## src/mrsp_pkg.sv

```systemverilog
`timescale 1ns / 1ps
// ----------------------------------------------------------------------------
// MIDI running status parser package
// Event codes, the result record and status byte helpers.
// ----------------------------------------------------------------------------
package mrsp_pkg;

  localparam logic [1:0] KIND_NOTE_OFF = 2'd0;
  localparam logic [1:0] KIND_NOTE_ON  = 2'd1;
  localparam logic [1:0] KIND_CC       = 2'd2;

  // Upper nibbles of the channel-voice status bytes.
  localparam logic [3:0] NIB_NOTE_OFF  = 4'h8;
  localparam logic [3:0] NIB_NOTE_ON   = 4'h9;
  localparam logic [3:0] NIB_POLY_AT   = 4'hA;
  localparam logic [3:0] NIB_CTRL      = 4'hB;
  localparam logic [3:0] NIB_PROG      = 4'hC;
  localparam logic [3:0] NIB_CHAN_PRES = 4'hD;
  localparam logic [3:0] NIB_BEND      = 4'hE;
  localparam logic [3:0] NIB_SYSTEM    = 4'hF;

  localparam logic [7:0] NO_STATUS     = 8'h00;

  typedef struct packed {
    logic [1:0] event_kind;
    logic [3:0] chan;
    logic [6:0] first_value;
    logic [6:0] second_value;
  } mrsp_evt_t;

  // Number of data bytes that follow a channel-voice status byte.
  function automatic logic [1:0] bytes_for_status(input logic [7:0] st);
    logic [1:0] n;
    unique case (st[7:4])
      NIB_NOTE_OFF, NIB_NOTE_ON, NIB_POLY_AT, NIB_CTRL, NIB_BEND: n = 2'd2;
      NIB_PROG, NIB_CHAN_PRES:                                     n = 2'd1;
      default:                                                     n = 2'd0;
    endcase
    return n;
  endfunction

endpackage

```

## src/midi_running_status_parser.sv

```systemverilog
`timescale 1ns / 1ps
// ----------------------------------------------------------------------------
// MIDI running status parser
// Assembles note off, note on and control change events from a MIDI byte
// stream, with running status.
// ----------------------------------------------------------------------------
// The parser takes one MIDI byte per cycle while in_ready is high. Each
// accepted byte updates the stored status, data count and first data byte,
// and the byte that completes a note off, note on or control change message
// puts its event into the output register, or into the skid entry when the
// output register is stalled. Real-time bytes are skipped, system bytes
// cancel the running status, and a note on with zero velocity is reported as
// a note off. The output register has one skid entry behind it, so in_ready
// drops only when two events are waiting on a stalled result channel.
// ----------------------------------------------------------------------------
module midi_running_status_parser
  import mrsp_pkg::*;
(
  input  logic       clk,
  input  logic       rst_n,
  input  logic       in_valid,
  output logic       in_ready,
  input  logic [7:0] in_rx_byte,
  output logic       out_valid,
  input  logic       out_ready,
  output logic [1:0] out_event_kind,
  output logic [3:0] out_chan,
  output logic [6:0] out_first_value,
  output logic [6:0] out_second_value
);

  logic [7:0] status_r, status_nxt;
  logic [1:0] need_r, need_nxt;
  logic [1:0] held_r, held_nxt;
  logic [6:0] first_r, first_nxt;

  logic       accept;
  logic       is_realtime, is_status, is_system;
  logic [1:0] held_inc;
  logic       complete;
  logic       evt_vld;
  mrsp_evt_t  evt;
  mrsp_evt_t  out_evt;

  assign accept      = in_valid && in_ready;
  assign is_realtime = (in_rx_byte[7:3] == 5'b11111);
  assign is_status   = in_rx_byte[7];
  assign is_system   = (in_rx_byte[7:4] == NIB_SYSTEM);
  assign held_inc    = held_r + 2'd1;
  assign complete    = (held_inc >= need_r);

  always_comb begin
    status_nxt = status_r;
    need_nxt   = need_r;
    held_nxt   = held_r;
    first_nxt  = first_r;
    evt_vld    = 1'b0;
    evt.event_kind   = KIND_NOTE_OFF;
    evt.chan         = status_r[3:0];
    evt.first_value  = first_r;
    evt.second_value = in_rx_byte[6:0];
    if (accept && !is_realtime) begin
      if (is_status) begin
        if (is_system) begin
          status_nxt = NO_STATUS;
          need_nxt   = 2'd0;
        end else begin
          status_nxt = in_rx_byte;
          need_nxt   = bytes_for_status(in_rx_byte);
        end
        held_nxt = 2'd0;
      end else if (status_r != NO_STATUS) begin
        if (held_r == 2'd0) begin
          first_nxt = in_rx_byte[6:0];
        end
        if (complete) begin
          held_nxt = 2'd0;
          // Only two-byte messages report, so the second byte is this one.
          unique case (status_r[7:4])
            NIB_NOTE_ON: begin
              evt_vld        = 1'b1;
              evt.event_kind = (in_rx_byte[6:0] == 7'd0) ? KIND_NOTE_OFF : KIND_NOTE_ON;
            end
            NIB_NOTE_OFF: begin
              evt_vld        = 1'b1;
              evt.event_kind = KIND_NOTE_OFF;
            end
            NIB_CTRL: begin
              evt_vld        = 1'b1;
              evt.event_kind = KIND_CC;
            end
            default: begin
              evt_vld = 1'b0;
            end
          endcase
        end else begin
          held_nxt = held_inc;
        end
      end
    end
  end

  always_ff @(posedge clk) begin
    if (!rst_n) begin
      status_r <= NO_STATUS;
      need_r   <= 2'd0;
      held_r   <= 2'd0;
    end else begin
      status_r <= status_nxt;
      need_r   <= need_nxt;
      held_r   <= held_nxt;
    end
    first_r <= first_nxt;
  end

  mrsp_out_buf u_out_buf (
    .clk       (clk),
    .rst_n     (rst_n),
    .push_vld  (evt_vld),
    .push_data (evt),
    .push_rdy  (in_ready),
    .out_vld   (out_valid),
    .out_data  (out_evt),
    .out_rdy   (out_ready)
  );

  assign out_event_kind   = out_evt.event_kind;
  assign out_chan         = out_evt.chan;
  assign out_first_value  = out_evt.first_value;
  assign out_second_value = out_evt.second_value;

  a_no_status_idle: assert property (@(posedge clk) disable iff (!rst_n)
    (status_r == NO_STATUS) |-> (need_r == 2'd0 && held_r == 2'd0))
    else $error("data count is active without a running status");

  a_partial_needs_two: assert property (@(posedge clk) disable iff (!rst_n)
    (held_r != 2'd0) |-> (need_r == 2'd2 && held_r == 2'd1))
    else $error("partial message count does not fit its status");

  a_orphan_dropped: assert property (@(posedge clk) disable iff (!rst_n)
    (accept && !in_rx_byte[7] && status_r == NO_STATUS) |=>
      (status_r == NO_STATUS && held_r == 2'd0))
    else $error("orphan data byte changed the parser state");

endmodule

```

## src/mrsp_out_buf.sv

```systemverilog
`timescale 1ns / 1ps
// ----------------------------------------------------------------------------
// MIDI running status parser output buffer
// Output register with one skid entry, so the parser keeps taking bytes
// while a finished event waits on the result channel.
// ----------------------------------------------------------------------------
module mrsp_out_buf
  import mrsp_pkg::*;
(
  input  logic      clk,
  input  logic      rst_n,
  input  logic      push_vld,
  input  mrsp_evt_t push_data,
  output logic      push_rdy,
  output logic      out_vld,
  output mrsp_evt_t out_data,
  input  logic      out_rdy
);

  logic      out_vld_r, out_vld_nxt;
  logic      skid_vld_r, skid_vld_nxt;
  mrsp_evt_t out_data_r, out_data_nxt;
  mrsp_evt_t skid_data_r, skid_data_nxt;
  logic      out_free;

  assign push_rdy = !skid_vld_r;
  assign out_free = !out_vld_r || out_rdy;

  always_comb begin
    out_vld_nxt   = out_vld_r;
    out_data_nxt  = out_data_r;
    skid_vld_nxt  = skid_vld_r;
    skid_data_nxt = skid_data_r;
    if (out_free) begin
      if (skid_vld_r) begin
        // Drain the older item first; no push can arrive while skid is full.
        out_vld_nxt  = 1'b1;
        out_data_nxt = skid_data_r;
        skid_vld_nxt = 1'b0;
      end else begin
        out_vld_nxt  = push_vld;
        out_data_nxt = push_data;
      end
    end else if (push_vld) begin
      skid_vld_nxt  = 1'b1;
      skid_data_nxt = push_data;
    end
  end

  always_ff @(posedge clk) begin
    if (!rst_n) begin
      out_vld_r  <= 1'b0;
      skid_vld_r <= 1'b0;
    end else begin
      out_vld_r  <= out_vld_nxt;
      skid_vld_r <= skid_vld_nxt;
    end
    out_data_r  <= out_data_nxt;
    skid_data_r <= skid_data_nxt;
  end

  assign out_vld  = out_vld_r;
  assign out_data = out_data_r;

  a_skid_behind_out: assert property (@(posedge clk) disable iff (!rst_n)
    skid_vld_r |-> out_vld_r)
    else $error("skid entry holds an item while the output register is empty");

  a_no_push_when_full: assert property (@(posedge clk) disable iff (!rst_n)
    !(push_vld && skid_vld_r))
    else $error("item pushed while both buffer entries are full");

endmodule

```

## config.mk

```make
export PLATFORM = sky130hd
export DESIGN_NAME = midi_running_status_parser
export DESIGN_NICKNAME = d
export VERILOG_FILES = /design/src/mrsp_pkg.sv /design/src/midi_running_status_parser.sv /design/src/mrsp_out_buf.sv
export SDC_FILE = /design/constraint.sdc
export NUM_CORES = 1
export LEC_CHECK = 0
export BUFFER_PORTS_ARGS = -buffer_cell sky130_fd_sc_hd__buf_2
export CELL_PAD_IN_SITES_DETAIL_PLACEMENT = 1
export CELL_PAD_IN_SITES_GLOBAL_PLACEMENT = 2
export CORE_ASPECT_RATIO = 0.8
export CORE_UTILIZATION = 43
export DETAILED_ROUTE_END_ITERATION = 10
export PLACE_DENSITY_LB_ADDON = 0.1
export SYNTH_ARGS = -nofsm -noshare
export SYNTH_HDL_FRONTEND = slang
export SYNTH_SLANG_ARGS = --single-unit
```

## constraint.sdc

```tcl
create_clock -name clk -period 5.9 [get_ports clk]
set_clock_uncertainty 0.1 [all_clocks]
set_input_delay 1.18 -clock clk [delete_from_list [all_inputs] [get_ports clk]]
set_output_delay 1.18 -clock clk [all_outputs]
set_load 0.05 [all_outputs]
```

==> impl_metrics.yaml, run 1 <==
drt:
  route.detailed.vias_per_inst: 5.32
  drc_errors: 0
  routed_wire_length_per_instance_um: 17.5
  detail_route.first_pass.iterations: 4
  detail_route.iter0.violations: 40
  drtAntennaViolNets: 0
  totalWireLength_mm: 4.65
  via_count: 1409
floorplanning:
  num_io_pins: 34
  die_wd_um: 85.6
  die_y_um: 68.9
  initial_core_util_pct: 46.4
  floorplan.core_area_mm2: 0.00518
  design.die.area_mm2: 0.00589
  core.rowCount: 23
grt:
  first_pass_grt_wire_length_mm: 7.69
  grt_antenna_before_repair: 0
  grt_overflow: 0
  grt_max_degree: 21
  track_usage_pct: 18.5
  vias_in_the_first_global_route: 1485
clock_network:
  cts_max_path_buffers: 2
  clk_lat_worst_skew_ns: 0.33
  cts_max_level: 3
  clkTransAtPathRegs_ns: 0.07
  cts_hold_fix_bufs: 0
  cts_buffers: 9
  clock_sinks: 61
  post_cts_resize_count: 0
  cts_setup_buffers: 0
  tritoncts: "yes"
  cts_root_buffer: "clkbuf_8"
yosys:
  postSynth.asyncResetShare_pct: 0
  synth.yosys.seq_area_share_pct: 70.4
  synth_area_leader_cell: "edfxtp_1"
  ys_warnings: 0
  postSynthRegisterBits: 61
  number_of_synthesized_flops_with_an_enable_pin: 47
  synth.area.top_cells: "edfxtp_1 (59%), dfxtp_1 (12%), mux2_2 (8.0%)"
  post_synth_inst_count: 160
  yosys_most_used_dff: "edfxtp_1"
  yosys-top-cells-count: "edfxtp_1 (47), mux2_2 (17), dfxtp_1 (14), nand2_1 (11), nand4_1 (9)"
  synth_area_mm2: 0.00240
  avgSynthCellArea_um2: 15.0
  synth_cell_types: 35
  yosys.cell_count.top_type: "edfxtp_1"
  synth_top_area_share_pct: 58.7
  synth_fp_nets: 175
critical_path:
  worst_endpoint_required_time_ns: 5.77
  cp-end-kind: "register"
  critPathArrivalTime_ns: 2.83
  worst_path_fanout_max: 20
  reg2reg_depth: 5
  critPathLaunchType: "input port"
  crit_type: "input port to register"
place:
  place_congestion: 0.781
  port_buffers: 33
  dpl.hpwl_mm: 3.23
timing:
  finalCriticalPeriod_ns: 2.96
  max_freq_mhz: 338
  totalNegativeSetupSlack_ns: 0
  timing_max_transition_violations_final: 0
  timing_worst_slew_pin_value_ns: 0.834
  timing.final.setup_violations: 0
  finalCritPeriodShare_pct: 50.2
  setup_repair_after_global_routing_missed_its_margin: "no"
  slew_headroom_pct: 44.4
  timing_hold_violations_final: 0
finish:
  n_antenna_cell: 0
  layout.filler_cells: 509
  multiInputGateArea_um2: 649
  ff_latch_area_mm2: 0.00169
  fin_nets: 213
  drive_above_1_share_pct: 36.0
  area_growth_pct: 19.0
  final_core_density_pct: 55.2
run:
  max_cap_viol_count: 0
worst_hold_path:
  min_path_type: "register to register"
  min_path_cells: 0
pwr:
  pwr_density_cell_mw_per_mm2: 345
  maximum_vdd_ir_drop_uv: 187
  p_leak_nw: 1.08
status:
  status: "complete, no violations"
## cell usage in the layout (no fill, tap or decap), drive strengths merged, types with 7 or more instances in the layout
| master | netlist | final |
|---|---|---|
| edfxtp | 47 | 47 |
| buf | 5 | 34 |
| mux2 | 17 | 17 |
| dfxtp | 14 | 14 |
| nand2 | 11 | 11 |
| nand4 | 9 | 9 |
| clkbuf | 2 | 9 |
| inv | 8 | 8 |
| a21boi | 8 | 8 |
| nand3 | 7 | 7 |
## per-stage QoR
stage                     cell area [µm²]  hold WS (ns)  cells  power, mW  worst slack (ns)
after floorplan                      2400         0.322    160      0.537              3.22
after global routing                 2860         0.360    265       1.02              2.80
final                                2860         0.344    265      0.985              2.94
after global placement               2620         0.345    249      0.557              2.67
after detailed placement             2620         0.345    249      0.559              2.57
after CTS                            2860         0.350    265      0.997              2.93
## area by class of cell
| cell class | instances | share of cell area, % |
|---|---|---|
| clock inverters | 7 | 3.98 |
| well taps | 62 | 2.71 |
| inverters | 8 | 1.05 |
| clock buffers | 9 | 4.33 |
| repair buffers | 34 | 6.04 |
| multi-input cells | 84 | 22.7 |
| flip-flops and latches | 61 | 59.2 |
## per-layer routing
metal	GRT usage [%]	part of all wire (%)
met5	0	0
met4	7.50	0.71
met3	7.62	4.5
met2	29.8	47
met1	22.5	48
## flip-flops by register name, indices dropped and copies added, names as in the netlist
| register | cells |
|---|---|
| first_r | 7 |
| held_r | 2 |
| need_r | 2 |
| status_r | 8 |
| u_out_buf.out_data | 20 |
| u_out_buf.out_vld | 1 |
| u_out_buf.skid_data_r | 20 |
| u_out_buf.skid_vld_r | 1 |
## final timing paths
kind                        startpoint                         to  slack, ns
setup / recovery              in_valid   u_out_buf.skid_data_r[2]       2.94
hold / removal              first_r[4]  u_out_buf.skid_data_r[11]       0.34
setup reg to reg  u_out_buf.skid_vld_r   u_out_buf.skid_data_r[2]       3.06
hold reg to reg             first_r[4]  u_out_buf.skid_data_r[11]       0.34
## power breakdown
group | internal, mW | switching, mW
sequential | 0.474 | 0.00594
clock | 0.278 | 0.158
combinational | 0.0200 | 0.0494
total | 0.772 | 0.213
## kinds of logic (layout without fill, tap and decap cells)
group / count (synthesis) / after routing / share of synthesized area [%]
flops: 61 / 61 / 70.4
simple gates: 43 / 43 / 10.6
compound gates: 19 / 19 / 6.09
mux: 19 / 19 / 8.80
buf+inv: 15 / 58 / 2.55
fa+ha+maj: 3 / 3 / 1.56
## worst max-delay path, stage by stage
cell and delay (ns):
buf_2 0.09, nor2b_2 0.39, nand4bb_1 0.21, a2111oi_2 0.40, and2_2 0.56
No activity file was read; power rests on OpenSTA's default activity.
==> inputs of run 2 (changes only) <==
--- a/config.mk
+++ b/config.mk
@@ -9,7 +9,7 @@
 export CELL_PAD_IN_SITES_DETAIL_PLACEMENT = 1
 export CELL_PAD_IN_SITES_GLOBAL_PLACEMENT = 2
 export CORE_ASPECT_RATIO = 0.8
-export CORE_UTILIZATION = 43
+export CORE_UTILIZATION = 36
 export DETAILED_ROUTE_END_ITERATION = 10
 export PLACE_DENSITY_LB_ADDON = 0.1
 export SYNTH_ARGS = -nofsm -noshare
==> constraint.sdc (replaced) <==
create_clock -name clk -period 2.7 [get_ports clk]
set_clock_uncertainty 0.1 [all_clocks]
set_input_delay 0.54 -clock clk [delete_from_list [all_inputs] [get_ports clk]]
set_output_delay 0.54 -clock clk [all_outputs]
set_load 0.05 [all_outputs]
==> run 2 against run 1 <==
Effect of this change:
- sequential share of layout area decreased by 0.99 points
- non-clock buffer count increased by 3
- clock power increased by 110%
- worst setup slack got worse by 2.7 ns
- design area increased by 1.7%
- sequential power increased by 120%
- hold slack improved by 0.010 ns
- sequential cell count unchanged
- critical endpoint is now u_out_buf.skid_data_r[0]
- largest cell class unchanged
==> impl_metrics.yaml, run 2 (synthesized netlist as in run 1, its figures left out) <==
clock_network:
  clk_lat_worst_skew_ns: 0.34
  post_cts_resize_count: 0
  cts_root_buffer: "clkbuf_8"
  cts_max_path_buffers: 2
  cts_hold_fix_bufs: 0
  cts_max_level: 3
  clkTransAtPathRegs_ns: 0.07
  cts_buffers: 9
  clock_sinks: 61
  tritoncts: "yes"
  cts_setup_buffers: 0
place:
  port_buffers: 33
  place_congestion: 0.733
  dpl.hpwl_mm: 3.57
timing:
  finalCritPeriodShare_pct: 90.0
  timing_worst_slew_pin_value_ns: 0.564
  finalCriticalPeriod_ns: 2.43
  timing_max_transition_violations_final: 0
  totalNegativeSetupSlack_ns: 0
  slew_headroom_pct: 62.3
  timing.final.setup_violations: 0
  timing_hold_violations_final: 0
  setup_repair_after_global_routing_missed_its_margin: "no"
  max_freq_mhz: 411
critical_path:
  worst_path_fanout_max: 20
  cp_cell_sequence: "inv_1 -> ha_1 -> ha_1 -> a21oi_1 -> a2111oi_2 -> and2_2 -> buf_12"
  crit_path_frequent_cell: "ha_1"
  reg2reg_depth: 7
  path_depth: 7
  critPathLaunchType: "register"
  critical-path-slowest-cell: "a2111oi_2"
  critPathArrivalTime_ns: 2.38
  crit_type: "register to register"
  cp-end-kind: "register"
  regToRegSetupSlack_ns: 0.27
  cp.buffers_inverters: 2
  cp_top_family: "adder cells"
  slowest_delay_ns: 0.44
  worst_endpoint_required_time_ns: 2.65
floorplanning:
  die_wd_um: 93.3
  floorplan.core_area_mm2: 0.00641
  design.die.area_mm2: 0.00701
  initial_core_util_pct: 37.5
  core.rowCount: 26
  die_y_um: 75.1
  num_io_pins: 34
finish:
  fin_nets: 216
  drive_above_1_share_pct: 37.4
  n_antenna_cell: 0
  layout.filler_cells: 661
  final_core_density_pct: 45.4
  area_growth_pct: 21.0
  final_common_cell: "edfxtp_1"
  layout.cells.most_common_list: "edfxtp_1 (47), buf_2 (33), mux2_2 (17), dfxtp_1 (14), nand2_1 (11)"
drt:
  drtAntennaViolNets: 0
  detail_route.first_pass.iterations: 4
  totalWireLength_mm: 5.05
  drc_errors: 0
  routed_wire_length_per_instance_um: 17.4
  via_count: 1487
  route.detailed.vias_per_inst: 5.13
  detail_route.iter0.violations: 35
worst_hold_path:
  min_path_type: "input port to register"
  min_path_cells: 1
grt:
  first_pass_grt_wire_length_mm: 8.13
  grt_antenna_before_repair: 0
  track_usage_pct: 16.6
  grt_max_degree: 25
  grt_overflow: 0
  vias_in_the_first_global_route: 1544
pwr:
  maximum_vdd_ir_drop_uv: 336
  pwr_density_cell_mw_per_mm2: 722
  p_leak_nw: 1.09
run:
  max_cap_viol_count: 0
status:
  status: "complete, no violations"
[run 2: cell types whose count changed in the layout (fill, tap and decap cells not counted), sizes merged]
cell and delta:
clkinv +3, buf +3, bufinv -1, clkinvlp -2
[run 2: worst paths after layout]
path / start / endpoint
worst min register to register: first_r[3] / u_out_buf.skid_data_r[10]
worst min-delay path: in_rx_byte[2] / u_out_buf.skid_data_r[2]
worst max-delay path: held_r[0] / u_out_buf.skid_data_r[0]
worst max register to register: held_r[0] / u_out_buf.skid_data_r[0]
[run 2: cell type report]
class / count / area (µm²) / area share, %
clock buffer: 9 / 124 / 4.26
clock inverter: 7 / 100 / 3.44
inverter: 8 / 30.0 / 1.03
multi-input combinational: 84 / 649 / 22.3
sequential: 61 / 1690 / 58.2
tap: 84 / 105 / 3.61
timing repair buffer: 37 / 208 / 7.14
[run 2: per-stage QoR]
step / std cells / power (mW) / area (µm²) / worst slack [ns] / hold slack [ns]
5_1_grt: 290 / 2.18 / 2910 / 0.115 / 0.346
3_3_place_gp: 274 / 1.22 / 2680 / 0.381 / 0.338
3_5_place_dp: 274 / 1.23 / 2680 / 0.247 / 0.335
6_report: 290 / 2.10 / 2910 / 0.270 / 0.354
4_1_cts: 290 / 2.14 / 2910 / 0.243 / 0.338
2_1_floorplan: 160 / 1.17 / 2400 / 0.387 / 0.322
[run 2: power by group]
| group | switching (mW) | internal, mW |
|---|---|---|
| sequential | 0.0145 | 1.04 |
| clock | 0.373 | 0.523 |
| combinational | 0.107 | 0.0447 |
[run 2: layer usage]
metal  share of wire (%)  global-route usage [%]  wire [µm]
met5                   0                       0          0
met2                  46                    26.1       2330
met4                 1.5                    7.69         78
met3                 4.8                    5.96        241
met1                  47                    20.8       2400
